==> src/rtl/assert_macros.svh <==
// assertion macros shared by the rtl modules
// no dependencies; each macro compiles away when SYNTHESIS is defined
`ifndef ASSERT_MACROS_SVH
`define ASSERT_MACROS_SVH

`ifndef SYNTHESIS

// property must hold at every clock edge outside reset
`define SQM_ASSERT(lbl, clk, rst_n, prop, msg) \
    lbl: assert property (@(posedge clk) disable iff (!rst_n) prop) else $error(msg);

// condition must never be seen at a clock edge outside reset
`define SQM_NEVER(lbl, clk, rst_n, cond, msg) \
    lbl: assert property (@(posedge clk) disable iff (!rst_n) !(cond)) else $error(msg);

`else

`define SQM_ASSERT(lbl, clk, rst_n, prop, msg)
`define SQM_NEVER(lbl, clk, rst_n, cond, msg)

`endif

`endif

==> src/rtl/sqm_pkg.sv <==
// shared constants, codes and command type of the sorted queue merge block
// no dependencies
`default_nettype none

package sqm_pkg;

    // queue sizing
    localparam int QUEUE_CAPACITY = 16;
    localparam int IDX_W          = $clog2(QUEUE_CAPACITY);
    localparam int CNT_W          = $clog2(QUEUE_CAPACITY + 1);
    localparam int SUM_W          = CNT_W + 1;

    // command queue between front and back
    localparam int CMD_DEPTH = 2;
    localparam int CMD_PTR_W = (CMD_DEPTH > 1) ? $clog2(CMD_DEPTH) : 1;
    localparam int CMD_CNT_W = $clog2(CMD_DEPTH + 1);

    localparam int DATA_W = 32;

    // operation codes
    localparam logic [1:0] OP_PUSH_A = 2'd0;
    localparam logic [1:0] OP_PUSH_B = 2'd1;
    localparam logic [1:0] OP_MERGE  = 2'd2;

    // result status codes
    localparam logic [1:0] ST_PUSH_OK   = 2'd0;
    localparam logic [1:0] ST_PUSH_FULL = 2'd1;
    localparam logic [1:0] ST_MERGED    = 2'd2;
    localparam logic [1:0] ST_EMPTY     = 2'd3;

    // one classified request handed from front to back
    typedef struct packed {
        logic [1:0]               op;
        logic signed [DATA_W-1:0] value;
    } cmd_t;

endpackage

`default_nettype wire

==> src/rtl/sorted_queue_merge.sv <==
// sorted_queue_merge: two fifo queues of signed values merged into one sorted stream
// depends on sqm_pkg, sqm_front and sqm_back
//
// usage:
//   request channel: operation and value are taken at a clock edge where start is
//   high and busy is low. operation 0 pushes value to queue a, 1 pushes to queue b,
//   2 merges and drains both queues, 3 is taken and ignored with no result.
//   result channel: strobe marks one result for exactly one cycle with status,
//   element, from_queue and last; the receiver cannot stall it.
// results and flow:
//   a push gives its one result through the command queue and the result registers,
//   and pushes are taken one per cycle while busy is low. a merge of n held entries
//   streams n results on consecutive cycles, after the command queue and the merge
//   state, last on the final one; with both queues empty it gives one nothing-to-merge
//   result. the back end executes one command at a time, so during a merge the
//   two-entry command queue can fill and busy rises until the merge finishes.
// reset:
//   rst_n clears both queues, the command queue and the result strobe; queue
//   contents themselves are not cleared and are only read once written.
`default_nettype none

module sorted_queue_merge (
    input  wire logic                              clk,
    input  wire logic                              rst_n,
    input  wire logic                              start,
    input  wire logic [1:0]                        operation,
    input  wire logic signed [sqm_pkg::DATA_W-1:0] value,
    output logic                                   busy,
    output logic                                   strobe,
    output logic [1:0]                             status,
    output logic signed [sqm_pkg::DATA_W-1:0]      element,
    output logic                                   from_queue,
    output logic                                   last
);

    sqm_pkg::cmd_t cmd;
    logic          cmd_valid;
    logic          cmd_pop;

    // request intake and command queue
    sqm_front u_front (
        .clk       (clk),
        .rst_n     (rst_n),
        .start     (start),
        .operation (operation),
        .value     (value),
        .busy      (busy),
        .cmd       (cmd),
        .cmd_valid (cmd_valid),
        .cmd_pop   (cmd_pop)
    );

    // queue storage, merge engine and result registers
    sqm_back u_back (
        .clk        (clk),
        .rst_n      (rst_n),
        .cmd        (cmd),
        .cmd_valid  (cmd_valid),
        .cmd_pop    (cmd_pop),
        .strobe     (strobe),
        .status     (status),
        .element    (element),
        .from_queue (from_queue),
        .last       (last)
    );

endmodule

`default_nettype wire

==> src/rtl/sqm_front.sv <==
// front part: accepts requests, drops undefined operations, queues commands
// depends on sqm_pkg and assert_macros.svh
`default_nettype none
`include "assert_macros.svh"

module sqm_front (
    input  wire logic                              clk,
    input  wire logic                              rst_n,
    input  wire logic                              start,
    input  wire logic [1:0]                        operation,
    input  wire logic signed [sqm_pkg::DATA_W-1:0] value,
    output logic                                   busy,
    output sqm_pkg::cmd_t                          cmd,
    output logic                                   cmd_valid,
    input  wire logic                              cmd_pop
);

    sqm_pkg::cmd_t                   cmd_mem_reg [sqm_pkg::CMD_DEPTH];
    logic [sqm_pkg::CMD_PTR_W-1:0]   wr_ptr_reg, wr_ptr_next;
    logic [sqm_pkg::CMD_PTR_W-1:0]   rd_ptr_reg, rd_ptr_next;
    logic [sqm_pkg::CMD_CNT_W-1:0]   count_reg, count_next;
    logic                            accept;
    logic                            op_known;
    logic                            enq;
    logic                            deq;

    // classify: only pushes and merges become commands
    assign op_known = (operation == sqm_pkg::OP_PUSH_A) ||
                      (operation == sqm_pkg::OP_PUSH_B) ||
                      (operation == sqm_pkg::OP_MERGE);

    assign busy      = (count_reg == sqm_pkg::CMD_CNT_W'(sqm_pkg::CMD_DEPTH));
    assign accept    = start && !busy;
    assign enq       = accept && op_known;
    assign cmd_valid = (count_reg != '0);
    assign deq       = cmd_pop && cmd_valid;
    assign cmd       = cmd_mem_reg[rd_ptr_reg];

    // pointer and occupancy update
    always_comb
    begin
        wr_ptr_next = wr_ptr_reg;
        rd_ptr_next = rd_ptr_reg;
        count_next  = count_reg;
        if (enq)
        begin
            wr_ptr_next = (wr_ptr_reg == sqm_pkg::CMD_PTR_W'(sqm_pkg::CMD_DEPTH - 1)) ?
                          '0 : wr_ptr_reg + 1'b1;
        end
        if (deq)
        begin
            rd_ptr_next = (rd_ptr_reg == sqm_pkg::CMD_PTR_W'(sqm_pkg::CMD_DEPTH - 1)) ?
                          '0 : rd_ptr_reg + 1'b1;
        end
        case ({enq, deq})
            2'b10:   count_next = count_reg + 1'b1;
            2'b01:   count_next = count_reg - 1'b1;
            default: count_next = count_reg;
        endcase
    end

    // control registers
    always_ff @(posedge clk or negedge rst_n)
    begin
        if (!rst_n)
        begin
            wr_ptr_reg <= '0;
            rd_ptr_reg <= '0;
            count_reg  <= '0;
        end
        else
        begin
            wr_ptr_reg <= wr_ptr_next;
            rd_ptr_reg <= rd_ptr_next;
            count_reg  <= count_next;
        end
    end

    // command storage
    always_ff @(posedge clk)
    begin
        if (enq)
        begin
            cmd_mem_reg[wr_ptr_reg] <= '{op: operation, value: value};
        end
    end

    // checks
    `SQM_NEVER(a_cnt_range, clk, rst_n,
        count_reg > sqm_pkg::CMD_CNT_W'(sqm_pkg::CMD_DEPTH), "command queue overfilled")
    `SQM_ASSERT(a_cnt_track, clk, rst_n,
        (enq && !deq) |=> (count_reg == $past(count_reg) + 1'b1), "enqueue not counted")
    `SQM_ASSERT(a_ptr_match, clk, rst_n,
        (count_reg == '0) |-> (wr_ptr_reg == rd_ptr_reg), "pointers apart while empty")

endmodule

`default_nettype wire

==> src/rtl/sqm_back.sv <==
// back part: holds queues a and b, executes pushes and merges, drives results
// depends on sqm_pkg and assert_macros.svh
`default_nettype none
`include "assert_macros.svh"

module sqm_back (
    input  wire logic                              clk,
    input  wire logic                              rst_n,
    input  wire sqm_pkg::cmd_t                     cmd,
    input  wire logic                              cmd_valid,
    output logic                                   cmd_pop,
    output logic                                   strobe,
    output logic [1:0]                             status,
    output logic signed [sqm_pkg::DATA_W-1:0]      element,
    output logic                                   from_queue,
    output logic                                   last
);

    localparam logic S_IDLE  = 1'b0;
    localparam logic S_MERGE = 1'b1;

    localparam logic [sqm_pkg::CNT_W-1:0] CAP_CNT = sqm_pkg::CNT_W'(sqm_pkg::QUEUE_CAPACITY);
    localparam logic [sqm_pkg::SUM_W-1:0] CAP_SUM = sqm_pkg::SUM_W'(sqm_pkg::QUEUE_CAPACITY);
    localparam logic [sqm_pkg::IDX_W-1:0] IDX_MAX =
        sqm_pkg::IDX_W'(sqm_pkg::QUEUE_CAPACITY - 1);

    logic signed [sqm_pkg::DATA_W-1:0] store_a_reg [sqm_pkg::QUEUE_CAPACITY];
    logic signed [sqm_pkg::DATA_W-1:0] store_b_reg [sqm_pkg::QUEUE_CAPACITY];

    logic                        state_reg, state_next;
    logic [sqm_pkg::IDX_W-1:0]   head_a_reg, head_a_next, head_b_reg, head_b_next;
    logic [sqm_pkg::CNT_W-1:0]   count_a_reg, count_a_next, count_b_reg, count_b_next;

    logic                              strobe_reg, strobe_next;
    logic [1:0]                        status_reg, status_next;
    logic signed [sqm_pkg::DATA_W-1:0] element_reg, element_next;
    logic                              from_reg, from_next;
    logic                              last_reg, last_next;

    logic signed [sqm_pkg::DATA_W-1:0] head_val_a, head_val_b;
    logic [sqm_pkg::SUM_W-1:0]         sum_a, sum_b;
    logic [sqm_pkg::IDX_W-1:0]         tail_a, tail_b;
    logic                              take_a;
    logic                              drain_done;
    logic                              wr_a, wr_b;

    // heads of both queues
    assign head_val_a = store_a_reg[head_a_reg];
    assign head_val_b = store_b_reg[head_b_reg];

    // tail slot: head plus count, wrapped once
    assign sum_a  = sqm_pkg::SUM_W'(head_a_reg) + sqm_pkg::SUM_W'(count_a_reg);
    assign sum_b  = sqm_pkg::SUM_W'(head_b_reg) + sqm_pkg::SUM_W'(count_b_reg);
    assign tail_a = (sum_a >= CAP_SUM) ? sqm_pkg::IDX_W'(sum_a - CAP_SUM)
                                       : sqm_pkg::IDX_W'(sum_a);
    assign tail_b = (sum_b >= CAP_SUM) ? sqm_pkg::IDX_W'(sum_b - CAP_SUM)
                                       : sqm_pkg::IDX_W'(sum_b);

    // merge choice: a wins when b is empty or its head is strictly smaller, ties go to b
    assign take_a = (count_a_reg != '0) &&
                    ((count_b_reg == '0) || (head_val_a < head_val_b));
    assign drain_done = take_a ? ((count_a_reg == 1) && (count_b_reg == '0))
                               : ((count_b_reg == 1) && (count_a_reg == '0));

    // command execution
    always_comb
    begin
        state_next   = state_reg;
        head_a_next  = head_a_reg;
        head_b_next  = head_b_reg;
        count_a_next = count_a_reg;
        count_b_next = count_b_reg;
        strobe_next  = 1'b0;
        status_next  = sqm_pkg::ST_PUSH_OK;
        element_next = '0;
        from_next    = 1'b0;
        last_next    = 1'b0;
        cmd_pop      = 1'b0;
        wr_a         = 1'b0;
        wr_b         = 1'b0;
        case (state_reg)
            S_IDLE:
            begin
                if (cmd_valid)
                begin
                    cmd_pop = 1'b1;
                    case (cmd.op)
                        sqm_pkg::OP_PUSH_A:
                        begin
                            strobe_next = 1'b1;
                            last_next   = 1'b1;
                            from_next   = 1'b0;
                            if (count_a_reg == CAP_CNT)
                            begin
                                status_next = sqm_pkg::ST_PUSH_FULL;
                            end
                            else
                            begin
                                wr_a         = 1'b1;
                                count_a_next = count_a_reg + 1'b1;
                            end
                        end
                        sqm_pkg::OP_PUSH_B:
                        begin
                            strobe_next = 1'b1;
                            last_next   = 1'b1;
                            from_next   = 1'b1;
                            if (count_b_reg == CAP_CNT)
                            begin
                                status_next = sqm_pkg::ST_PUSH_FULL;
                            end
                            else
                            begin
                                wr_b         = 1'b1;
                                count_b_next = count_b_reg + 1'b1;
                            end
                        end
                        sqm_pkg::OP_MERGE:
                        begin
                            if ((count_a_reg == '0) && (count_b_reg == '0))
                            begin
                                strobe_next = 1'b1;
                                status_next = sqm_pkg::ST_EMPTY;
                                last_next   = 1'b1;
                            end
                            else
                            begin
                                state_next = S_MERGE;
                            end
                        end
                        default:
                        begin
                            state_next = S_IDLE;
                        end
                    endcase
                end
            end
            S_MERGE:
            begin
                strobe_next = 1'b1;
                status_next = sqm_pkg::ST_MERGED;
                last_next   = drain_done;
                if (take_a)
                begin
                    element_next = head_val_a;
                    from_next    = 1'b0;
                    head_a_next  = (head_a_reg == IDX_MAX) ? '0 : head_a_reg + 1'b1;
                    count_a_next = count_a_reg - 1'b1;
                end
                else
                begin
                    element_next = head_val_b;
                    from_next    = 1'b1;
                    head_b_next  = (head_b_reg == IDX_MAX) ? '0 : head_b_reg + 1'b1;
                    count_b_next = count_b_reg - 1'b1;
                end
                if (drain_done)
                begin
                    state_next = S_IDLE;
                end
            end
            default:
            begin
                state_next = S_IDLE;
            end
        endcase
    end

    // control registers
    always_ff @(posedge clk or negedge rst_n)
    begin
        if (!rst_n)
        begin
            state_reg   <= S_IDLE;
            head_a_reg  <= '0;
            head_b_reg  <= '0;
            count_a_reg <= '0;
            count_b_reg <= '0;
            strobe_reg  <= 1'b0;
        end
        else
        begin
            state_reg   <= state_next;
            head_a_reg  <= head_a_next;
            head_b_reg  <= head_b_next;
            count_a_reg <= count_a_next;
            count_b_reg <= count_b_next;
            strobe_reg  <= strobe_next;
        end
    end

    // result payload
    always_ff @(posedge clk)
    begin
        status_reg  <= status_next;
        element_reg <= element_next;
        from_reg    <= from_next;
        last_reg    <= last_next;
    end

    // queue storage
    always_ff @(posedge clk)
    begin
        if (wr_a)
        begin
            store_a_reg[tail_a] <= cmd.value;
        end
        if (wr_b)
        begin
            store_b_reg[tail_b] <= cmd.value;
        end
    end

    assign strobe     = strobe_reg;
    assign status     = status_reg;
    assign element    = element_reg;
    assign from_queue = from_reg;
    assign last       = last_reg;

    // checks
    `SQM_NEVER(a_cnt_a_range, clk, rst_n, count_a_reg > CAP_CNT, "queue a overfilled")
    `SQM_NEVER(a_cnt_b_range, clk, rst_n, count_b_reg > CAP_CNT, "queue b overfilled")
    `SQM_ASSERT(a_merge_nonempty, clk, rst_n,
        (state_reg == S_MERGE) |-> ((count_a_reg != '0) || (count_b_reg != '0)),
        "merging with both queues empty")
    `SQM_ASSERT(a_last_ends_merge, clk, rst_n,
        (strobe_reg && (status_reg == sqm_pkg::ST_MERGED) && last_reg) |->
        ((state_reg == S_IDLE) && (count_a_reg == '0) && (count_b_reg == '0)),
        "final merged result left data behind")
    `SQM_ASSERT(a_mid_merge, clk, rst_n,
        (strobe_reg && (status_reg == sqm_pkg::ST_MERGED) && !last_reg) |->
        (state_reg == S_MERGE), "merge stopped before final result")

endmodule

`default_nettype wire

==> config.mk <==
export PLATFORM = sky130hd
export DESIGN_NAME = sorted_queue_merge
export DESIGN_NICKNAME = d
export VERILOG_FILES = /design/src/rtl/sqm_pkg.sv /design/src/rtl/sorted_queue_merge.sv /design/src/rtl/sqm_front.sv /design/src/rtl/sqm_back.sv
export VERILOG_INCLUDE_DIRS = /design/src /design/src/rtl
export SDC_FILE = /design/constraint.sdc
export NUM_CORES = 1
export LEC_CHECK = 0
export CORE_MARGIN = 2
export CORE_UTILIZATION = 31
export CTS_BUF_LIST = sky130_fd_sc_hd__clkbuf_4
export DETAILED_ROUTE_END_ITERATION = 8
export DONT_BUFFER_PORTS = 1
export PLACE_DENSITY_LB_ADDON = 0.2
export SETUP_SLACK_MARGIN = 0.3
export SLEW_MARGIN = 10
export SYNTH_ARGS = -nofsm -noshare
export SYNTH_HDL_FRONTEND = slang
export SYNTH_SLANG_ARGS = --single-unit
==> constraint.sdc <==
create_clock -name clk -period 7.9 [get_ports clk]
set_input_delay 0.79 -clock clk [delete_from_list [all_inputs] [get_ports clk]]
set_output_delay 0.79 -clock clk [all_outputs]
set_load 0.02 [all_outputs]
## After elaboration in Yosys (flattened, before gate mapping)

Memories as Yosys holds them, arrays and structs flattened.
Index checks and enable logic that the tools add are counted.
W data, S select, Z words.

| word-level totals | value |
|---|---|
| memories kept | 3 |
| input port bits | 37 |
| word-level logic and storage cells | 133 |
| memory bits (writable) | 1,092 |
| flip-flop bits (word level) | 60 |
| output and inout bits | 38 |

| cells by class | value |
|---|---|
| magnitude comparators | 3 |
| multiplexer cells | 55 |
| eq/ne operators | 20 |
| reductions and logical operators | 23 |
| bitwise operators | 2 |
| add/sub/neg operators | 14 |

Memories:

| name | words | bits a word | rd ports | clocked after memory_dff | write ports | line | text |
|---|---|---|---|---|---|---|---|
| u_back.store_a_reg | 16 | 32 | 1 | 0 | 1 | sqm_back.sv:27 | `logic signed [sqm_pkg::DATA_W-1:0] store_a_reg [sqm_pkg::QUEUE_CAPACITY];` |
| u_back.store_b_reg | 16 | 32 | 1 | 0 | 1 | sqm_back.sv:28 | `logic signed [sqm_pkg::DATA_W-1:0] store_b_reg [sqm_pkg::QUEUE_CAPACITY];` |
| u_front.cmd_mem_reg | 2 | 34 | 1 | 0 | 1 | sqm_front.sv:18 | `sqm_pkg::cmd_t cmd_mem_reg [sqm_pkg::CMD_DEPTH];` |

Operators with widths:

| cell | count |
|---|---|
| $mux W5 | 8 |
| $lt A32 B32 Y1 | 1 |
| $mux W32 | 1 |
| $mux W1 | 30 |
| $pmux W5 S2 | 2 |
| $mux W4 | 4 |
| $ne A2 B2 Y1 const B | 7 |
| $add A4 B5 Y6 | 2 |
| $ge A6 B5 Y1 const B | 2 |
| $add A5 B1 Y5 const B | 2 |
| $eq A5 B1 Y1 const B | 2 |
| $eq A5 B5 Y1 const B | 2 |
| $logic_not A5 Y1 | 2 |
| $pmux W1 S2 | 5 |
| $sub A5 B1 Y5 const B | 2 |
| $add A4 B1 Y4 const B | 2 |
| $eq A2 B2 Y1 const B | 4 |
| $eq A4 B4 Y1 const B | 2 |
| $pmux W2 S2 | 2 |
| $reduce_and A4 Y1 | 2 |
| $sub A4 B1 Y4 const B | 2 |
| $logic_and A1 B1 Y1 | 7 |
| $eq A2 B1 Y1 const B | 3 |
| $pmux W2 S3 | 1 |
| other kinds (12) | 20 |

## Logic depth before layout (Yosys ltp)

| depth | value |
|---|---|
| depth after elaboration | 7 |
| mapped depth | 22 |
| depth with buffers taken out | 16 |

## Cells and area by module

Synthesis repeated with hierarchy kept, for this count alone.

| second synthesis, totals | value |
|---|---|
| cell total of the unflattened synthesis | 1,987 |
| area, all modules | 44,724.1 um^2 |

Modules (own cells, without submodules):

| module | seq. area each (um^2) | cells an instance | area an instance (um^2) | times used |
|---|---|---|---|---|
| sqm_back | 31,970.7 | 1,862 | 42,025.3 | 1 |
| sqm_front | 2,142.1 | 125 | 2,698.8 | 1 |

## Least setup slack after synthesis

Ideal clock, no wire load.

| timing path | value |
|---|---|
| kind | reg-to-reg |
| start point | reg u_back.head_a_reg[0] in the netlist's numbering |
| end point | reg u_back.element_reg, in the netlist u_back.element[10] |
| stages on the path, launching flop included | 18 |
| buffers on the path | 6 |
| slack | 3.210 ns |
| setup time | 0.138 ns |
| data required time | 7.762 ns |
| arrival | 4.552 ns |
| path through | dfrtp_1 buf_2 buf_1 buf_2 mux4_2 mux4_2 ha_1 a21oi_1 o21ai_0 a221oi_1 a2bb2oi_1 a21oi_1 or4_1 clkbuf_1 buf_4 buf_1 nor2_1 a211oi_1 |

| between the ends | value |
|---|---|
| word-level cells in the longest chain between the ends | 5 |

RTL lines:

| element | line | text |
|---|---|---|
| from (decl) | sqm_back.sv:31 | `logic [sqm_pkg::IDX_W-1:0] head_a_reg, head_a_next, head_b_reg, head_b_next;` |
| from (signal assigned) | sqm_back.sv:184 | `head_a_reg <= head_a_next;` |
| $mem_v2 Z16 W32 (*) | n/a |  |
| $lt A32 B32 Y1 | sqm_back.sv:61 | `((count_b_reg == '0) \|\| (head_val_a < head_val_b));` |
| $logic_or A1 B1 Y1 | sqm_back.sv:61 |  |
| $logic_and A1 B1 Y1 | sqm_back.sv:60 | `assign take_a = (count_a_reg != '0) &&` |
| $mux W32 (*) | sqm_back.sv:143 | `if (take_a)` |
| to (signal assigned) | sqm_back.sv:196 | `element_reg <= element_next;` |
| to (decl) | sqm_back.sv:36 | `logic signed [sqm_pkg::DATA_W-1:0] element_reg, element_next;` |

Every way passes the cells marked *; elsewhere a longest branch is shown, timed or not.
A chain may end at the register's enable or synchronous reset.

## Worst setup path after layout

| timing path | value |
|---|---|
| start point | reg u_back.head_b_reg[1] in the netlist's numbering |
| end point | reg u_back.head_b_reg[0] in the netlist's numbering |

| between the ends | value |
|---|---|
| word-level cells in the longest chain between the ends | 6 |
| elaborated cells between the ends (all ways) | 8 |
| those cells by class | order compare (1); eq/ne (1); mux (1); bitwise (1); reduce/logical (3); memory (1) |

RTL lines:

| element | line | text |
|---|---|---|
| from (decl) | sqm_back.sv:31 |  |
| from (signal assigned) | sqm_back.sv:185 | `head_b_reg <= head_b_next;` |
| $mem_v2 Z16 W32 | n/a |  |
| $lt A32 B32 Y1 | sqm_back.sv:61 |  |
| $logic_or A1 B1 Y1 | sqm_back.sv:61 |  |
| $logic_and A1 B1 Y1 | sqm_back.sv:60 |  |
| $not A1 Y1 (no line) | n/a |  |
| $reduce_and A2 Y1 (no line) | n/a |  |

Parallel ways exist; a longest one is shown, timed or not.

==> flow_summary.yaml <==
power:
  ir_drop_uv: 384.1
  power_density_mw_per_mm2: 398.2
  p_leak_uw: 0.01684
  finalPower_uw: 20560
worst_setup_path:
  cp-end-kind: "flop"
  critPathMaxFanout: 76
  worst-endpoint-required_ns: 8.93
  critPathTopFamily: "compound AO/OA/AOI/OAI gates"
  cpPeakStageDelay_ns: 0.88
  cp.arrival_ns: 7.07
  startpoint_type: "flop"
  slowest_stage: "dfrtp_4"
  critPathKind: "reg -> reg"
  path_cells: "and2_2, buf_4, a21oi_1, o21ai_0, inv_1, a221oi_1, ha_1, a21oi_1, o21ai_0, a221oi_1, a2bb2oi_1, a21oi_1, or4_4, and2_1, mux2_2"
  crit_top_cell: "a21oi_1"
  crit_buf_inv: 2
sta:
  drv_slew: 0
  period_needed_ns: 6.037
  fmax_mhz: 165.6
  worst_pin_slew_ns: 1.104
  finalSetupViolations: 0
  period_share: 0.7642
  hold_viol_final: 0
  rsz0062_at_grt: "false"
  fin_ws_ns: 1.863
  fin_worst_skew_ns: 0.06658
  final.setup.tns_ns: 0
  slew_headroom: 0.2620
synth:
  ys_ff_latch: 1152
  ys_seq_area_frac: 0.7609
  syn_nets: 2285
  synth_top_area_cell: "edfxtp_1"
  synth_edf_count: 1092
  yosys.area.top_type_share: 0.7314
  syn_area_mm2: 0.04483
  syn_inst: 2200
  synthFlopType: "edfxtp_1"
  synth_area_leaders: "edfxtp_1 73%, mux4_2 11%, mux2i_1 2.5%"
  ys_async_sr_fraction: 0.02083
  postSynthAreaPerCell_um2: 20.38
  yosysWarningCount: 0
  synth_cell_type_count: 52
clock_tree:
  clkTransAtPathRegs_ns: 0.06
  cts_max_path_buffers: 4
  clock_latency_ns: 1.20
  cts.sinks: 1152
  root_buffer: "clkbuf_4"
  tritoncts: "built"
  cts_buffers: 315
  htree_num_levels: 5
grt:
  overflow: 0
  grt_max_degree: 77
  grt_use_total: 0.1586
  grt_pass1_wl_mm: 167.8
  grt_pass1_vias: 23970
  antenna_found_initial: 4
detailed_routing:
  wl_per_cell_um: 25.29
  remaining_drc_errors: 6
  vias: 22720
  vias_per_cell: 4.927
  routed_wl_mm: 116.6
  final_antenna_net_count: 0
  drt_iter0_drc: 1845
  dr.pass1.iters: 7
placement:
  pre_cts_ws_ns: 1.840
  hpwl_mm: 68.67
  gp_congestion: 0.8035
  place_inst: 4042
  post_dp_cell_area_mm2: 0.04749
  portBuffers: 0
die:
  dieWidth_um: 384.3
  rows: 139
  start_util: 0.3121
  dieArea_mm2: 0.1477
  core_area_mm2: 0.1437
  fp.dieH_um: 384.3
  ioPinCount: 75
outcome:
  status: "finished with violations"
  failed_checks: "design-rule violations"
job:
  cap_viol_max_count: 0
cells_and_area:
  drive_gt1_frac: 0.3134
  finalNetCount: 2580
  register_area_mm2: 0.03413
  finalNonFillerCells: 4612
  multi_input_area_mm2: 0.01035
  n_fill_cell: 13490
  syn2layout_area_growth_pct: 15.17
  final_area_mm2: 0.05163
worst_hold_path:
  hold_path_class: "in -> reg"
-- cell usage after synthesis (3+ instances only) --
master / n
a211oi_1: 31
a21o_1: 10
a21oi_1: 53
a221oi_1: 64
a31oi_1: 5
and2_1: 5
buf_1: 27
buf_2: 15
buf_6: 3
clkbuf_1: 69
dfrtp_1: 24
dfxtp_1: 36
edfxtp_1: 1092
ha_1: 46
inv_1: 41
mux2_2: 58
mux2i_1: 111
mux4_2: 225
nand2_1: 53
nand3_1: 9
nand4_1: 8
nor2_1: 83
nor3_1: 9
nor4_1: 4
o21ai_0: 58
o22ai_1: 3
xnor2_1: 17
xor2_1: 8
-- power by group --
part / leakage (uW) / switching (uW) / internal (uW) / total (uW)
combinational: 0.00421 / 4410 / 2700 / 7110
sequential: 0.0104 / 735 / 7710 / 8440
clock: 0.00223 / 2360 / 2650 / 5010
total: 0.0168 / 7500 / 13100 / 20600
-- cell usage in the layout, fill, tap and decap left out, types with 41 or more instances in the layout --
master,count
buf_4,49
clkinv_1,67
inv_1,41
clkbuf_4,440
mux2i_1,111
a221oi_1,64
nor2_1,49
nand2_1,53
ha_1,46
o21ai_0,58
edfxtp_1,1092
a21oi_1,53
mux4_2,225
mux2_2,58
-- metrics by stage --
step / hold slack [ns] / util
finish: 0.2503 / 0.3594
global route: 0.1273 / 0.3593
CTS: 0.06191 / 0.3593
detailed placement: 0.4945 / 0.3306
global placement: 0.4901 / 0.3306
floorplan: 0.4560 / -
-- routing by layer --
metal  global-route usage  wire, um
met1               0.2065     50320
met2               0.2599     57650
met3              0.03884      6371
met4              0.05237      2296
met5                    0         0
-- path summary, 6_finish.rpt --
kind | startpoint | endpoint | slack [ns] | cells after the start
min | value[25] | u_front.cmd_mem_reg[1][25] | 0.25 | 1
max reg2reg | u_back.head_b_reg[1] | u_back.head_b_reg[0] | 1.86 | 15
min reg2reg | u_front.count_reg[1] | u_front.count_reg[1] | 0.51 | 1
min in group asynchronous | rst_n | u_front.count_reg[1] | 0.64 | 4
max | u_back.head_b_reg[1] | u_back.head_b_reg[0] | 1.86 | 15
max in group asynchronous | rst_n | u_back.head_b_reg[0] | 7.02 | 4
-- layout make-up --
type,count,area share
clock buffers,440,0.06398
flip-flops and latches,1152,0.6611
clock inverters,85,0.007924
multi-input cells,891,0.2005
well taps,1903,0.04612
repair buffers,93,0.01701
inverters,42,0.003053
diodes,6,0.0002908
-- kinds of logic after synthesis --
family | Yosys count | synth area share
compound gates | 240 | 0.03600
xor+xnor | 25 | 0.004884
fa+ha+maj | 48 | 0.01373
buf+inv | 157 | 0.01415
flops | 1152 | 0.7609
mux | 394 | 0.1524
simple gates | 184 | 0.01797
-- timing repair --
action / CTS / global route
buffers inserted: 0 / 0
endpoints found under the hold margin: 94 / 0
hold buffers: 39 / 0
resized for setup: 0 / 0
Note: power is estimated with default switching activity, not from simulation.
